[config.mk]
export PLATFORM = sky130hd
export DESIGN_NAME = go_back_n_sender_window_flat
export DESIGN_NICKNAME = d
export VERILOG_FILES = /design/src/rtl/core/gbn_pkg.sv /design/src/rtl/core/gbn_req_if.sv /design/src/rtl/core/gbn_rsp_if.sv /design/src/rtl/core/gbn_ctrl.sv /design/src/rtl/core/gbn_datapath.sv /design/src/rtl/core/go_back_n_sender_window.sv /design/src/flat_wrapper.sv
export SDC_FILE = /design/constraint.sdc
export NUM_CORES = 1
export LEC_CHECK = 0
export BUFFER_PORTS_ARGS = -buffer_cell sky130_fd_sc_hd__buf_4
export CELL_PAD_IN_SITES_DETAIL_PLACEMENT = 1
export CELL_PAD_IN_SITES_GLOBAL_PLACEMENT = 2
export CORE_MARGIN = 3
export CORE_UTILIZATION = 29
export DETAILED_ROUTE_END_ITERATION = 10
export GPL_ROUTABILITY_DRIVEN = 0
export PLACE_DENSITY_LB_ADDON = 0.1
export RECOVER_POWER = 50
export SYNTH_ARGS = -nofsm -noshare
export SYNTH_HDL_FRONTEND = slang
export SYNTH_SLANG_ARGS = --single-unit
[constraint.sdc]
create_clock -name i_clk -period 3.79 [get_ports i_clk]
set_input_delay 0.379 -clock i_clk [delete_from_list [all_inputs] [get_ports i_clk]]
set_output_delay 0.379 -clock i_clk [all_outputs]
set_load 0.1 [all_outputs]
[src/rtl/core/gbn_pkg.sv]
// ----------------------------------------------------------------------------
// gbn_pkg
// Shared types and constants of the go-back-N sender window control.
// ----------------------------------------------------------------------------
package gbn_pkg;

    localparam int WINDOW    = 5;
    localparam int SEQ_LIMIT = 128;

    localparam int CMD_W  = 2;
    localparam int SEQ_W  = 7;
    localparam int CNT_W  = 8;
    localparam int ACT_W  = 2;
    localparam int TLEN_W = 10;
    localparam int STAT_W = 4;
    localparam int IDX_W  = 1;

    localparam logic [TLEN_W-1:0] FIRST_TIMEOUT_RST = TLEN_W'(20);
    localparam logic [TLEN_W-1:0] RETRY_TIMEOUT_RST = TLEN_W'(100);

    typedef enum logic [CMD_W-1:0] {
        CMD_NEW   = 2'd0,
        CMD_ACK   = 2'd1,
        CMD_TIMER = 2'd2,
        CMD_NONE  = 2'd3
    } t_cmd;

    typedef enum logic [ACT_W-1:0] {
        TMR_LEAVE = 2'd0,
        TMR_START = 2'd1,
        TMR_STOP  = 2'd2
    } t_timer_act;

    typedef enum logic [STAT_W-1:0] {
        ST_SENT        = 4'd0,
        ST_STORED      = 4'd1,
        ST_DROPPED     = 4'd2,
        ST_ACK_TAKEN   = 4'd3,
        ST_CORRUPT     = 4'd4,
        ST_NOT_ACK     = 4'd5,
        ST_DUPLICATE   = 4'd6,
        ST_OUT_OF_RNG  = 4'd7,
        ST_RETRANSMIT  = 4'd8
    } t_status;

    typedef enum logic [IDX_W-1:0] {
        REG_FIRST_TIMEOUT = 1'b0,
        REG_RETRY_TIMEOUT = 1'b1
    } t_reg_idx;

    typedef enum logic {
        S_IDLE = 1'b0,
        S_EMIT = 1'b1
    } t_state;

    // controller to datapath
    typedef struct packed {
        logic load;     // capture the accepted transaction
        logic step;     // produce one result into the output register
    } t_ctl_cmd;

    // datapath to controller
    typedef struct packed {
        logic cmd_none; // command on the input carries no work
        logic out_free; // output register can take a result this cycle
        logic last;     // the result produced now ends the run
    } t_dp_stat;

endpackage

[src/rtl/core/gbn_req_if.sv]
// ----------------------------------------------------------------------------
// gbn_req_if
// Input channel: one event (new message, acknowledgement, timer expiry).
// ----------------------------------------------------------------------------
interface gbn_req_if;
    logic                        valid;
    logic                        ready;
    logic [gbn_pkg::CMD_W-1:0]   command;
    logic [gbn_pkg::SEQ_W-1:0]   ack_seq;
    logic                        ack_checksum_ok;
    logic                        ack_flag;

    modport source (output valid, command, ack_seq, ack_checksum_ok, ack_flag,
                    input ready);
    modport sink   (input valid, command, ack_seq, ack_checksum_ok, ack_flag,
                    output ready);
endinterface

[src/rtl/core/gbn_rsp_if.sv]
// ----------------------------------------------------------------------------
// gbn_rsp_if
// Output channel: one result (transmit request, timer action, status).
// ----------------------------------------------------------------------------
interface gbn_rsp_if;
    logic                        valid;
    logic                        ready;
    logic                        transmit;
    logic [gbn_pkg::SEQ_W-1:0]   send_seq;
    logic [gbn_pkg::ACT_W-1:0]   timer_action;
    logic [gbn_pkg::TLEN_W-1:0]  timer_length;
    logic [gbn_pkg::STAT_W-1:0]  status;
    logic                        last;

    modport source (output valid, transmit, send_seq, timer_action, timer_length,
                    status, last, input ready);
    modport sink   (input valid, transmit, send_seq, timer_action, timer_length,
                    status, last, output ready);
endinterface

[src/rtl/core/gbn_ctrl.sv]
// ----------------------------------------------------------------------------
// gbn_ctrl
// Sequencer: accepts one transaction, then steps the datapath once per
// result until the last one of the run is in the output register.
// ----------------------------------------------------------------------------
module gbn_ctrl (
    input  logic              i_clk,
    input  logic              i_rst_n,
    input  logic              i_in_valid,
    input  gbn_pkg::t_dp_stat i_stat,
    output logic              o_in_ready,
    output gbn_pkg::t_ctl_cmd o_ctl
);

    gbn_pkg::t_state r_state;
    gbn_pkg::t_state n_state;

    always_ff @(posedge i_clk) begin
        if (!i_rst_n) begin
            r_state <= gbn_pkg::S_IDLE;
        end else begin
            r_state <= n_state;
        end
    end

    always_comb begin
        n_state    = r_state;
        o_in_ready = 1'b0;
        o_ctl      = '0;
        case (r_state)
            gbn_pkg::S_IDLE: begin
                o_in_ready = 1'b1;
                o_ctl.load = i_in_valid;
                if (i_in_valid && !i_stat.cmd_none) begin
                    n_state = gbn_pkg::S_EMIT;
                end
            end
            gbn_pkg::S_EMIT: begin
                o_ctl.step = i_stat.out_free;
                if (i_stat.out_free && i_stat.last) begin
                    n_state = gbn_pkg::S_IDLE;
                end
            end
            default: begin
                n_state = gbn_pkg::S_IDLE;
            end
        endcase
    end

endmodule

[src/rtl/core/gbn_datapath.sv]
// ----------------------------------------------------------------------------
// gbn_datapath
// Window state, timeout registers, captured transaction, run counters and
// the output register.
// ----------------------------------------------------------------------------
module gbn_datapath (
    input  logic                          i_clk,
    input  logic                          i_rst_n,
    input  gbn_pkg::t_ctl_cmd             i_ctl,
    output gbn_pkg::t_dp_stat             o_stat,
    input  logic                          i_cfg_we,
    input  logic [gbn_pkg::IDX_W-1:0]     i_cfg_idx,
    input  logic [gbn_pkg::TLEN_W-1:0]    i_cfg_wdata,
    input  logic [gbn_pkg::CMD_W-1:0]     i_command,
    input  logic [gbn_pkg::SEQ_W-1:0]     i_ack_seq,
    input  logic                          i_ack_checksum_ok,
    input  logic                          i_ack_flag,
    input  logic                          i_out_ready,
    output logic                          o_out_valid,
    output logic                          o_transmit,
    output logic [gbn_pkg::SEQ_W-1:0]     o_send_seq,
    output logic [gbn_pkg::ACT_W-1:0]     o_timer_action,
    output logic [gbn_pkg::TLEN_W-1:0]    o_timer_length,
    output logic [gbn_pkg::STAT_W-1:0]    o_status,
    output logic                          o_last
);

    localparam logic [gbn_pkg::CNT_W-1:0] WIN_C = gbn_pkg::CNT_W'(gbn_pkg::WINDOW);
    localparam logic [gbn_pkg::CNT_W-1:0] LIM_C = gbn_pkg::CNT_W'(gbn_pkg::SEQ_LIMIT);
    localparam logic [gbn_pkg::CNT_W-1:0] ONE_C = gbn_pkg::CNT_W'(1);

    logic [gbn_pkg::TLEN_W-1:0] r_first_to, r_retry_to;
    logic [gbn_pkg::CNT_W-1:0]  r_base, r_nts, r_stored, r_cur, r_end;
    logic [gbn_pkg::CNT_W-1:0]  n_base, n_nts, n_stored, n_cur, n_end;
    gbn_pkg::t_cmd              r_cmd;
    logic [gbn_pkg::SEQ_W-1:0]  r_seq;
    logic                       r_ok, r_flag, r_first;

    logic                       r_o_valid;
    logic                       r_o_tx, r_o_last;
    logic [gbn_pkg::SEQ_W-1:0]  r_o_seq;
    gbn_pkg::t_timer_act        r_o_act;
    logic [gbn_pkg::TLEN_W-1:0] r_o_len;
    gbn_pkg::t_status           r_o_stat;

    logic                       n_o_tx, n_o_last;
    logic [gbn_pkg::CNT_W-1:0]  n_o_seq;
    gbn_pkg::t_timer_act        n_o_act;
    logic [gbn_pkg::TLEN_W-1:0] n_o_len;
    gbn_pkg::t_status           n_o_stat;

    logic [gbn_pkg::CNT_W-1:0]  ack_w, new_base, lim, fin;

    assign o_stat.cmd_none = (gbn_pkg::t_cmd'(i_command) == gbn_pkg::CMD_NONE);
    assign o_stat.out_free = !r_o_valid || i_out_ready;
    assign o_stat.last     = n_o_last;

    assign ack_w    = {1'b0, r_seq};
    assign new_base = ack_w + ONE_C;
    assign lim      = new_base + WIN_C;
    assign fin      = (lim < r_stored) ? lim : r_stored;

    always_comb begin
        n_base   = r_base;
        n_nts    = r_nts;
        n_stored = r_stored;
        n_cur    = r_cur;
        n_end    = r_end;
        n_o_tx   = 1'b0;
        n_o_seq  = '0;
        n_o_act  = gbn_pkg::TMR_LEAVE;
        n_o_len  = '0;
        n_o_stat = gbn_pkg::ST_SENT;
        n_o_last = 1'b1;
        if (r_first) begin
            case (r_cmd)
                gbn_pkg::CMD_NEW: begin
                    if (r_stored >= LIM_C) begin
                        n_o_stat = gbn_pkg::ST_DROPPED;
                    end else begin
                        n_stored = r_stored + ONE_C;
                        if (r_nts < r_base + WIN_C) begin
                            n_o_tx  = 1'b1;
                            n_o_seq = r_nts;
                            n_nts   = r_nts + ONE_C;
                            if (r_base == r_nts) begin
                                n_o_act = gbn_pkg::TMR_START;
                                n_o_len = r_first_to;
                            end
                        end else begin
                            n_o_stat = gbn_pkg::ST_STORED;
                        end
                    end
                end
                gbn_pkg::CMD_ACK: begin
                    if (!r_ok) begin
                        n_o_stat = gbn_pkg::ST_CORRUPT;
                    end else if (!r_flag) begin
                        n_o_stat = gbn_pkg::ST_NOT_ACK;
                    end else if (ack_w < r_base) begin
                        n_o_stat = gbn_pkg::ST_DUPLICATE;
                    end else if (ack_w >= r_nts) begin
                        n_o_stat = gbn_pkg::ST_OUT_OF_RNG;
                    end else begin
                        // slide the window, then drain buffered packets it lets out
                        n_base   = new_base;
                        n_nts    = fin;
                        n_cur    = r_nts;
                        n_end    = fin;
                        n_o_stat = gbn_pkg::ST_ACK_TAKEN;
                        n_o_last = (fin == r_nts);
                        if (fin == new_base) begin
                            n_o_act = gbn_pkg::TMR_STOP;
                        end else if (new_base == r_nts) begin
                            n_o_act = gbn_pkg::TMR_START;
                            n_o_len = r_first_to;
                        end else begin
                            n_o_act = gbn_pkg::TMR_START;
                            n_o_len = r_retry_to;
                        end
                    end
                end
                gbn_pkg::CMD_TIMER: begin
                    n_o_stat = gbn_pkg::ST_RETRANSMIT;
                    n_o_act  = gbn_pkg::TMR_START;
                    n_o_len  = r_retry_to;
                    if (r_base < r_nts) begin
                        n_o_tx   = 1'b1;
                        n_o_seq  = r_base;
                        n_cur    = r_base + ONE_C;
                        n_end    = r_nts;
                        n_o_last = (r_base + ONE_C == r_nts);
                    end
                end
                default: begin
                    n_o_last = 1'b1;
                end
            endcase
        end else begin
            // rest of a run: one outstanding slot per result
            n_o_tx   = 1'b1;
            n_o_seq  = r_cur;
            n_o_stat = (r_cmd == gbn_pkg::CMD_TIMER) ? gbn_pkg::ST_RETRANSMIT
                                                     : gbn_pkg::ST_SENT;
            n_cur    = r_cur + ONE_C;
            n_o_last = (r_cur + ONE_C == r_end);
        end
    end

    always_ff @(posedge i_clk) begin
        if (!i_rst_n) begin
            r_first_to <= gbn_pkg::FIRST_TIMEOUT_RST;
            r_retry_to <= gbn_pkg::RETRY_TIMEOUT_RST;
            r_base     <= '0;
            r_nts      <= '0;
            r_stored   <= '0;
            r_first    <= 1'b0;
            r_o_valid  <= 1'b0;
        end else begin
            if (i_cfg_we) begin
                case (gbn_pkg::t_reg_idx'(i_cfg_idx))
                    gbn_pkg::REG_FIRST_TIMEOUT: r_first_to <= i_cfg_wdata;
                    gbn_pkg::REG_RETRY_TIMEOUT: r_retry_to <= i_cfg_wdata;
                    default: begin
                    end
                endcase
            end
            if (i_ctl.load) begin
                r_first <= 1'b1;
            end else if (i_ctl.step) begin
                r_first <= 1'b0;
            end
            if (i_ctl.step) begin
                r_base    <= n_base;
                r_nts     <= n_nts;
                r_stored  <= n_stored;
                r_o_valid <= 1'b1;
            end else if (i_out_ready) begin
                r_o_valid <= 1'b0;
            end
        end
    end

    always_ff @(posedge i_clk) begin
        if (i_ctl.load) begin
            r_cmd  <= gbn_pkg::t_cmd'(i_command);
            r_seq  <= i_ack_seq;
            r_ok   <= i_ack_checksum_ok;
            r_flag <= i_ack_flag;
        end
        if (i_ctl.step) begin
            r_cur    <= n_cur;
            r_end    <= n_end;
            r_o_tx   <= n_o_tx;
            r_o_seq  <= n_o_seq[gbn_pkg::SEQ_W-1:0];
            r_o_act  <= n_o_act;
            r_o_len  <= n_o_len;
            r_o_stat <= n_o_stat;
            r_o_last <= n_o_last;
        end
    end

    assign o_out_valid    = r_o_valid;
    assign o_transmit     = r_o_tx;
    assign o_send_seq     = r_o_seq;
    assign o_timer_action = r_o_act;
    assign o_timer_length = r_o_len;
    assign o_status       = r_o_stat;
    assign o_last         = r_o_last;

endmodule

[src/rtl/core/go_back_n_sender_window.sv]
// ----------------------------------------------------------------------------
// go_back_n_sender_window
// Window control of a go-back-N sender: tracks window base, next slot to
// send and stored count, and tells which slots to transmit and how to drive
// the retransmit timer.
// ----------------------------------------------------------------------------
// Usage:
//   i_req carries one event per transaction: new message, acknowledgement
//   or timer expiry. o_rsp returns one to WINDOW+1 results per event, the
//   final one marked by last; the no-work command CMD_NONE returns nothing.
//   Timing: the sequencer takes the event, then writes one result per
//   cycle into the output register while that register is free; the next
//   event is taken right after the last result is loaded, even while
//   that result waits.
//   A stall on o_rsp holds the output register and the sequencer with it;
//   nothing is lost.
//   The user writes the timeout registers through i_cfg_* only while idle;
//   the block does not check this. Index 0: first_timeout, 1: retry_timeout.
//   Reset (synchronous, low) empties the window and restores the default
//   timeouts; no clearing pass is needed.
// ----------------------------------------------------------------------------
module go_back_n_sender_window (
    input  logic                       i_clk,
    input  logic                       i_rst_n,
    input  logic                       i_cfg_we,
    input  logic [gbn_pkg::IDX_W-1:0]  i_cfg_idx,
    input  logic [gbn_pkg::TLEN_W-1:0] i_cfg_wdata,
    gbn_req_if.sink                    i_req,
    gbn_rsp_if.source                  o_rsp
);

    gbn_pkg::t_ctl_cmd ctl;
    gbn_pkg::t_dp_stat stat;
    logic              in_ready;

    assign i_req.ready = in_ready;

    gbn_ctrl u_ctrl (
        .i_clk      (i_clk),
        .i_rst_n    (i_rst_n),
        .i_in_valid (i_req.valid),
        .i_stat     (stat),
        .o_in_ready (in_ready),
        .o_ctl      (ctl)
    );

    gbn_datapath u_datapath (
        .i_clk             (i_clk),
        .i_rst_n           (i_rst_n),
        .i_ctl             (ctl),
        .o_stat            (stat),
        .i_cfg_we          (i_cfg_we),
        .i_cfg_idx         (i_cfg_idx),
        .i_cfg_wdata       (i_cfg_wdata),
        .i_command         (i_req.command),
        .i_ack_seq         (i_req.ack_seq),
        .i_ack_checksum_ok (i_req.ack_checksum_ok),
        .i_ack_flag        (i_req.ack_flag),
        .i_out_ready       (o_rsp.ready),
        .o_out_valid       (o_rsp.valid),
        .o_transmit        (o_rsp.transmit),
        .o_send_seq        (o_rsp.send_seq),
        .o_timer_action    (o_rsp.timer_action),
        .o_timer_length    (o_rsp.timer_length),
        .o_status          (o_rsp.status),
        .o_last            (o_rsp.last)
    );

endmodule
[src/flat_wrapper.sv]
// flat-port wrapper written by rule: the top's interface ports become plain ports
module go_back_n_sender_window_flat 
  (i_clk, i_rst_n, i_cfg_we, i_cfg_idx, i_cfg_wdata, i_req_valid, i_req_command, i_req_ack_seq, i_req_ack_checksum_ok, i_req_ack_flag, i_req_ready, o_rsp_valid, o_rsp_transmit, o_rsp_send_seq, o_rsp_timer_action, o_rsp_timer_length, o_rsp_status, o_rsp_last, o_rsp_ready);
  gbn_req_if i_req_i ();
  gbn_rsp_if o_rsp_i ();
  input  logic i_clk;
  input  logic i_rst_n;
  input  logic i_cfg_we;
  input  logic [gbn_pkg::IDX_W-1:0] i_cfg_idx;
  input  logic [gbn_pkg::TLEN_W-1:0] i_cfg_wdata;
  input wire logic [$bits(i_req_i.valid)-1:0] i_req_valid;
  input wire logic [$bits(i_req_i.command)-1:0] i_req_command;
  input wire logic [$bits(i_req_i.ack_seq)-1:0] i_req_ack_seq;
  input wire logic [$bits(i_req_i.ack_checksum_ok)-1:0] i_req_ack_checksum_ok;
  input wire logic [$bits(i_req_i.ack_flag)-1:0] i_req_ack_flag;
  output wire logic [$bits(i_req_i.ready)-1:0] i_req_ready;
  output wire logic [$bits(o_rsp_i.valid)-1:0] o_rsp_valid;
  output wire logic [$bits(o_rsp_i.transmit)-1:0] o_rsp_transmit;
  output wire logic [$bits(o_rsp_i.send_seq)-1:0] o_rsp_send_seq;
  output wire logic [$bits(o_rsp_i.timer_action)-1:0] o_rsp_timer_action;
  output wire logic [$bits(o_rsp_i.timer_length)-1:0] o_rsp_timer_length;
  output wire logic [$bits(o_rsp_i.status)-1:0] o_rsp_status;
  output wire logic [$bits(o_rsp_i.last)-1:0] o_rsp_last;
  input wire logic [$bits(o_rsp_i.ready)-1:0] o_rsp_ready;
  assign i_req_i.valid = i_req_valid;
  assign i_req_i.command = i_req_command;
  assign i_req_i.ack_seq = i_req_ack_seq;
  assign i_req_i.ack_checksum_ok = i_req_ack_checksum_ok;
  assign i_req_i.ack_flag = i_req_ack_flag;
  assign i_req_ready = i_req_i.ready;
  assign o_rsp_valid = o_rsp_i.valid;
  assign o_rsp_transmit = o_rsp_i.transmit;
  assign o_rsp_send_seq = o_rsp_i.send_seq;
  assign o_rsp_timer_action = o_rsp_i.timer_action;
  assign o_rsp_timer_length = o_rsp_i.timer_length;
  assign o_rsp_status = o_rsp_i.status;
  assign o_rsp_last = o_rsp_i.last;
  assign o_rsp_i.ready = o_rsp_ready;
  go_back_n_sender_window u_core (.i_clk(i_clk), .i_rst_n(i_rst_n), .i_cfg_we(i_cfg_we), .i_cfg_idx(i_cfg_idx), .i_cfg_wdata(i_cfg_wdata), .i_req(i_req_i), .o_rsp(o_rsp_i));
endmodule
==> reports/qor.csv <==
stage,metric,value,unit
worst_hold_path,min_from,i_req_ack_flag,
synthesis,synthSimpleGateAreaFrac,16.9,%
critical_path,max_stage_delay,0.46,ns
sta,worstMarginPinSlew,1.59,ns
critical_path,path_cells,buf_4 > and4_2 > or2_2 > a41oi_4 > xnor2_1 > ha_1 > a21oi_1 > o21ai_1 > a21oi_2 > buf_4 > o211a_1 > a21oi_2 > nor2_4 > o2bb2ai_1,
worst_hold_path,hold-path-endpoint,u_core.u_datapath.r_flag$_DFFE_PP_,
synthesis,synth_seq_cells,99,
critical_path,cp-end-kind,flop,
synthesis,synth_cell_types,77,
floorplan,row_count,54,
layout,n_fill_cell,2591,
pwr,p_leak,2.96,nW
synthesis,ys_warn_count,0,
layout,num-nets-final,877,
sta,fin_crit_sh,94.7,%
critical_path,cp.buffers_inverters,2,
critical_path,crit_family,compound AO/OA/AOI/OAI gates,
pwr,peakVddDrop,0.180,mV
clock_network,cts_buffers,9,
floorplan,die_y,157,um
grt,grt.total_usage,19.3,%
floorplan,initial_core_util,29.9,%
synthesis,synth-main-ff-cell,edfxtp_1,
layout,area_growth,18.8,%
clock_network,cts.sinks,99,
floorplan,core_area,22200,um^2
clock_network,clk_latency,0.36,ns
synthesis,synth_edf_count,52,
drt,wirelength,23500,um
critical_path,start_kind,flop,
clock_network,cts-root-buf,clkbuf_16,
sta,hold_viol,0,
placement,port_buffers,53,
synthesis,yosys.area_share.xor_xnor,10.7,%
floorplan,die_x,157,um
status,status,"finished, violations left",
sta,slew_headroom,-5.89,%
drt,drt-initial-drc-count,324,
drt,drc,0,
drt,dr.pass1.iters,5,
drt,ant_nets,0,
layout,antenna_cells,0,
synthesis,synthAdderAreaFrac,8.88,%
synthesis,synth_cells,720,
sta,final.setup_skew,0.0106,ns
floorplan,dieArea,24700,um^2
floorplan,io_pins,54,
critical_path,required,3.99,ns
drt,vias,5717,
drt,via_per_inst,5.25,
synthesis,synth_compound_area_share,19.3,%
drt,routedWlPerCell,21.6,um
synthesis,syn_nets,794,
sta,fmax,279,MHz
clock_network,cts_tree,built,
grt,grt-ovfl-total,0,
pwr,p_per_area,395,nW/um^2
placement,dp_hpwl,18300,um
placement,dpl.cell_count,1068,
clock_network,clk_pin_slew_worst_paths,0.08,ns
grt,grt_pass1_wl,36300,um
critical_path,cp.arrival,3.79,ns
layout,instances_no_fill,1088,
critical_path,criticalPathCategory,flop to flop,
critical_path,crit_fanout,10,
sta,slew_viol_final,31,
layout,drive_above_1_share,17.7,%
status,violations,"max-capacitance violations, max-slew violations",
worst_hold_path,holdPathStages,1,
grt,antenna_found_initial,0,
grt,grt_pass1_vias,5987,
critical_path,reg2reg_depth,14,
critical_path,r2r-start,u_core.u_datapath.r_seq[1]$_DFFE_PP_,
synthesis,synth_area_per_cell,9.20,um^2
layout,fin_util,35.5,%
clock_network,cts.htree.levels,3,
synthesis,netlist_area,6630,um^2
clock_network,clockBufferDepth,2,
sta,finalCriticalPeriod,3.59,ns
synthesis,synthArstFlopShare,0,%
synthesis,ys_seq_area_share,37.8,%
critical_path,slowest_stage,edfxtp_1,
critical_path,rrSetupSlack,0.20,ns
synthesis,synth_top_family_by_area,compound AO/OA/AOI/OAI gates,
worst_hold_path,hold_class,primary input to flop,
sta,setup_viol,0,
critical_path,r2r-end,u_core.u_datapath.o_timer_length[2]$_SDFFCE_PN0P_,
synthesis,synthMuxAreaShare,1.38,%
run,cap_violations,1,
grt,grt_max_degree,47,
## synthesized netlist by cell type, drive strengths merged, types with 8 or more instances
| master | number | area, um^2 |
|---|---|---|
| dfxtp | 47 | 941 |
| nand4 | 8 | 50.1 |
| nand3 | 23 | 133 |
| inv | 38 | 143 |
| nor2b | 17 | 106 |
| buf | 9 | 55.0 |
| a21o | 8 | 60.1 |
| a21oi | 48 | 248 |
| a211oi | 14 | 118 |
| ha | 47 | 588 |
| edfxtp | 52 | 1560 |
| nor3 | 12 | 70.1 |
| clkbuf | 35 | 131 |
| o21ai | 31 | 155 |
| mux2i | 8 | 80.1 |
| xnor2 | 48 | 447 |
| xor2 | 19 | 174 |
| a31o | 14 | 123 |
| nor2 | 52 | 203 |
| nand2 | 91 | 349 |
| o2bb2ai | 10 | 87.6 |
## kinds of logic after synthesis
family	Yosys count
fa+ha+maj	47
simple gates	232
compound gates	179
flops	99
buf+inv	83
xor+xnor	71
mux	9
## flip-flops by register name, indices dropped and copies added (netlist names)
name	count
u_core.u_datapath.o_timer_length	10
u_core.u_datapath.o_status	4
u_core.u_datapath.o_out_valid	1
u_core.u_datapath.r_seq	7
u_core.u_datapath.r_ok	1
u_core.u_datapath.o_transmit	1
u_core.u_datapath.r_nts	8
u_core.u_datapath.r_cmd	2
u_core.u_datapath.r_retry_to	10
u_core.u_datapath.r_base	8
u_core.u_datapath.o_last	1
u_core.u_datapath.o_timer_action	2
u_core.u_ctrl.r_state	1
u_core.u_datapath.r_stored	8
u_core.u_datapath.r_first	1
u_core.u_datapath.r_end	8
u_core.u_datapath.r_first_to	10
u_core.u_datapath.r_flag	1
u_core.u_datapath.r_cur	8
u_core.u_datapath.o_send_seq	7
## per-stage QoR
stage | setup TNS [ns] | instance area [um^2] | power (W) | hold slack (ns) | worst slack, ns
2_1_floorplan | 0 | 6630 | 0.00189 | 0.437 | 0.0722
6_report | 0 | 7870 | 0.00310 | 0.219 | 0.202
4_1_cts | 0 | 7940 | 0.00314 | 0.188 | 0.0646
5_1_grt | -0.0312 | 7870 | 0.00325 | 0.201 | -0.0200
3_3_place_gp | 0 | 7630 | 0.00219 | 0.444 | 0.0453
3_5_place_dp | -0.989 | 7630 | 0.00221 | 0.453 | -0.106
## what timing repair did
action / CTS / global route
resized for setup: 3 / 7
setup buffers: 0 / 4
hold buffers: 0 / 0
cloned: 0 / 0
pin swaps: 1 / 3
setup endpoints to repair: 12 / 24
## layout make-up
cell class              count  area [um^2]  share of cell area (%)
clock buffers              10          229                    2.91
clock inverters             6         55.1                   0.700
inverters                  39          146                    1.86
multi-input cells         538         3840                    48.8
flip-flops and latches     99         2500                    31.8
well taps                 280          350                    4.45
repair buffers            116          743                    9.45
## power by group
part | internal [W] | switching [W] | leakage (nW) | total (W)
registers | 0.00121 | 0.0000459 | 0.870 | 0.00126
clock network | 0.000460 | 0.000464 | 0.140 | 0.000924
logic | 0.000302 | 0.000621 | 1.95 | 0.000923
## worst max-delay path by stage
| stage | start | to | slack [ns] | cells after the start |
|---|---|---|---|---|
| floorplan | u_core.u_datapath.r_seq[0]$_DFFE_PP_ | u_core.u_datapath.o_last$_DFFE_PP_ | 0.07 | 17 |
| global placement | u_core.u_datapath.r_seq[1]$_DFFE_PP_ | u_core.u_datapath.o_timer_length[5]$_SDFFCE_PN0P_ | 0.05 | 14 |
| detailed placement | u_core.u_datapath.r_seq[0]$_DFFE_PP_ | u_core.u_datapath.o_timer_length[2]$_SDFFCE_PN0P_ | -0.11 | 14 |
| CTS | u_core.u_datapath.r_seq[1]$_DFFE_PP_ | u_core.u_datapath.o_timer_length[2]$_SDFFCE_PN0P_ | 0.06 | 14 |
| global route | u_core.u_datapath.r_seq[0]$_DFFE_PP_ | u_core.u_datapath.r_nts[1]$_SDFFE_PN0P_ | -0.02 | 16 |
| finish | u_core.u_datapath.r_seq[1]$_DFFE_PP_ | u_core.u_datapath.o_timer_length[2]$_SDFFCE_PN0P_ | 0.20 | 14 |
## per-layer routing
layer  global-route usage, %  vias to the layer above  part of all wire, %
met5                       0                        -                    0
met4                    5.04                        0                  1.5
met3                    2.17                       20                  2.8
met2                    32.3                       69                   49
met1                    26.7                     2892                   47
li1                        -                     2736                    -
## cell usage in the layout (no fill, tap or decap), drive strengths merged, types with 3 or more instances in the layout
| cell | instances |
|---|---|
| nand2 | 91 |
| buf | 74 |
| edfxtp | 52 |
| nor2 | 52 |
| clkbuf | 52 |
| a21oi | 48 |
| xnor2 | 48 |
| dfxtp | 47 |
| ha | 47 |
| inv | 40 |
| o21ai | 31 |
| nand3 | 23 |
| xor2 | 19 |
| nor2b | 17 |
| a31o | 14 |
| a211oi | 14 |
| nor3 | 12 |
| o2bb2ai | 10 |
| a21o | 8 |
| nand4 | 8 |
| mux2i | 8 |
| and3 | 7 |
| o211ai | 7 |
| a211o | 6 |
| o32ai | 6 |
| nand2b | 5 |
| clkinv | 5 |
| nor4 | 4 |
| a31oi | 4 |
| a221oi | 4 |
| a22oi | 4 |
| a41oi | 4 |
| o21a | 3 |
| xnor3 | 3 |
Power figures use the tool's default switching activity.
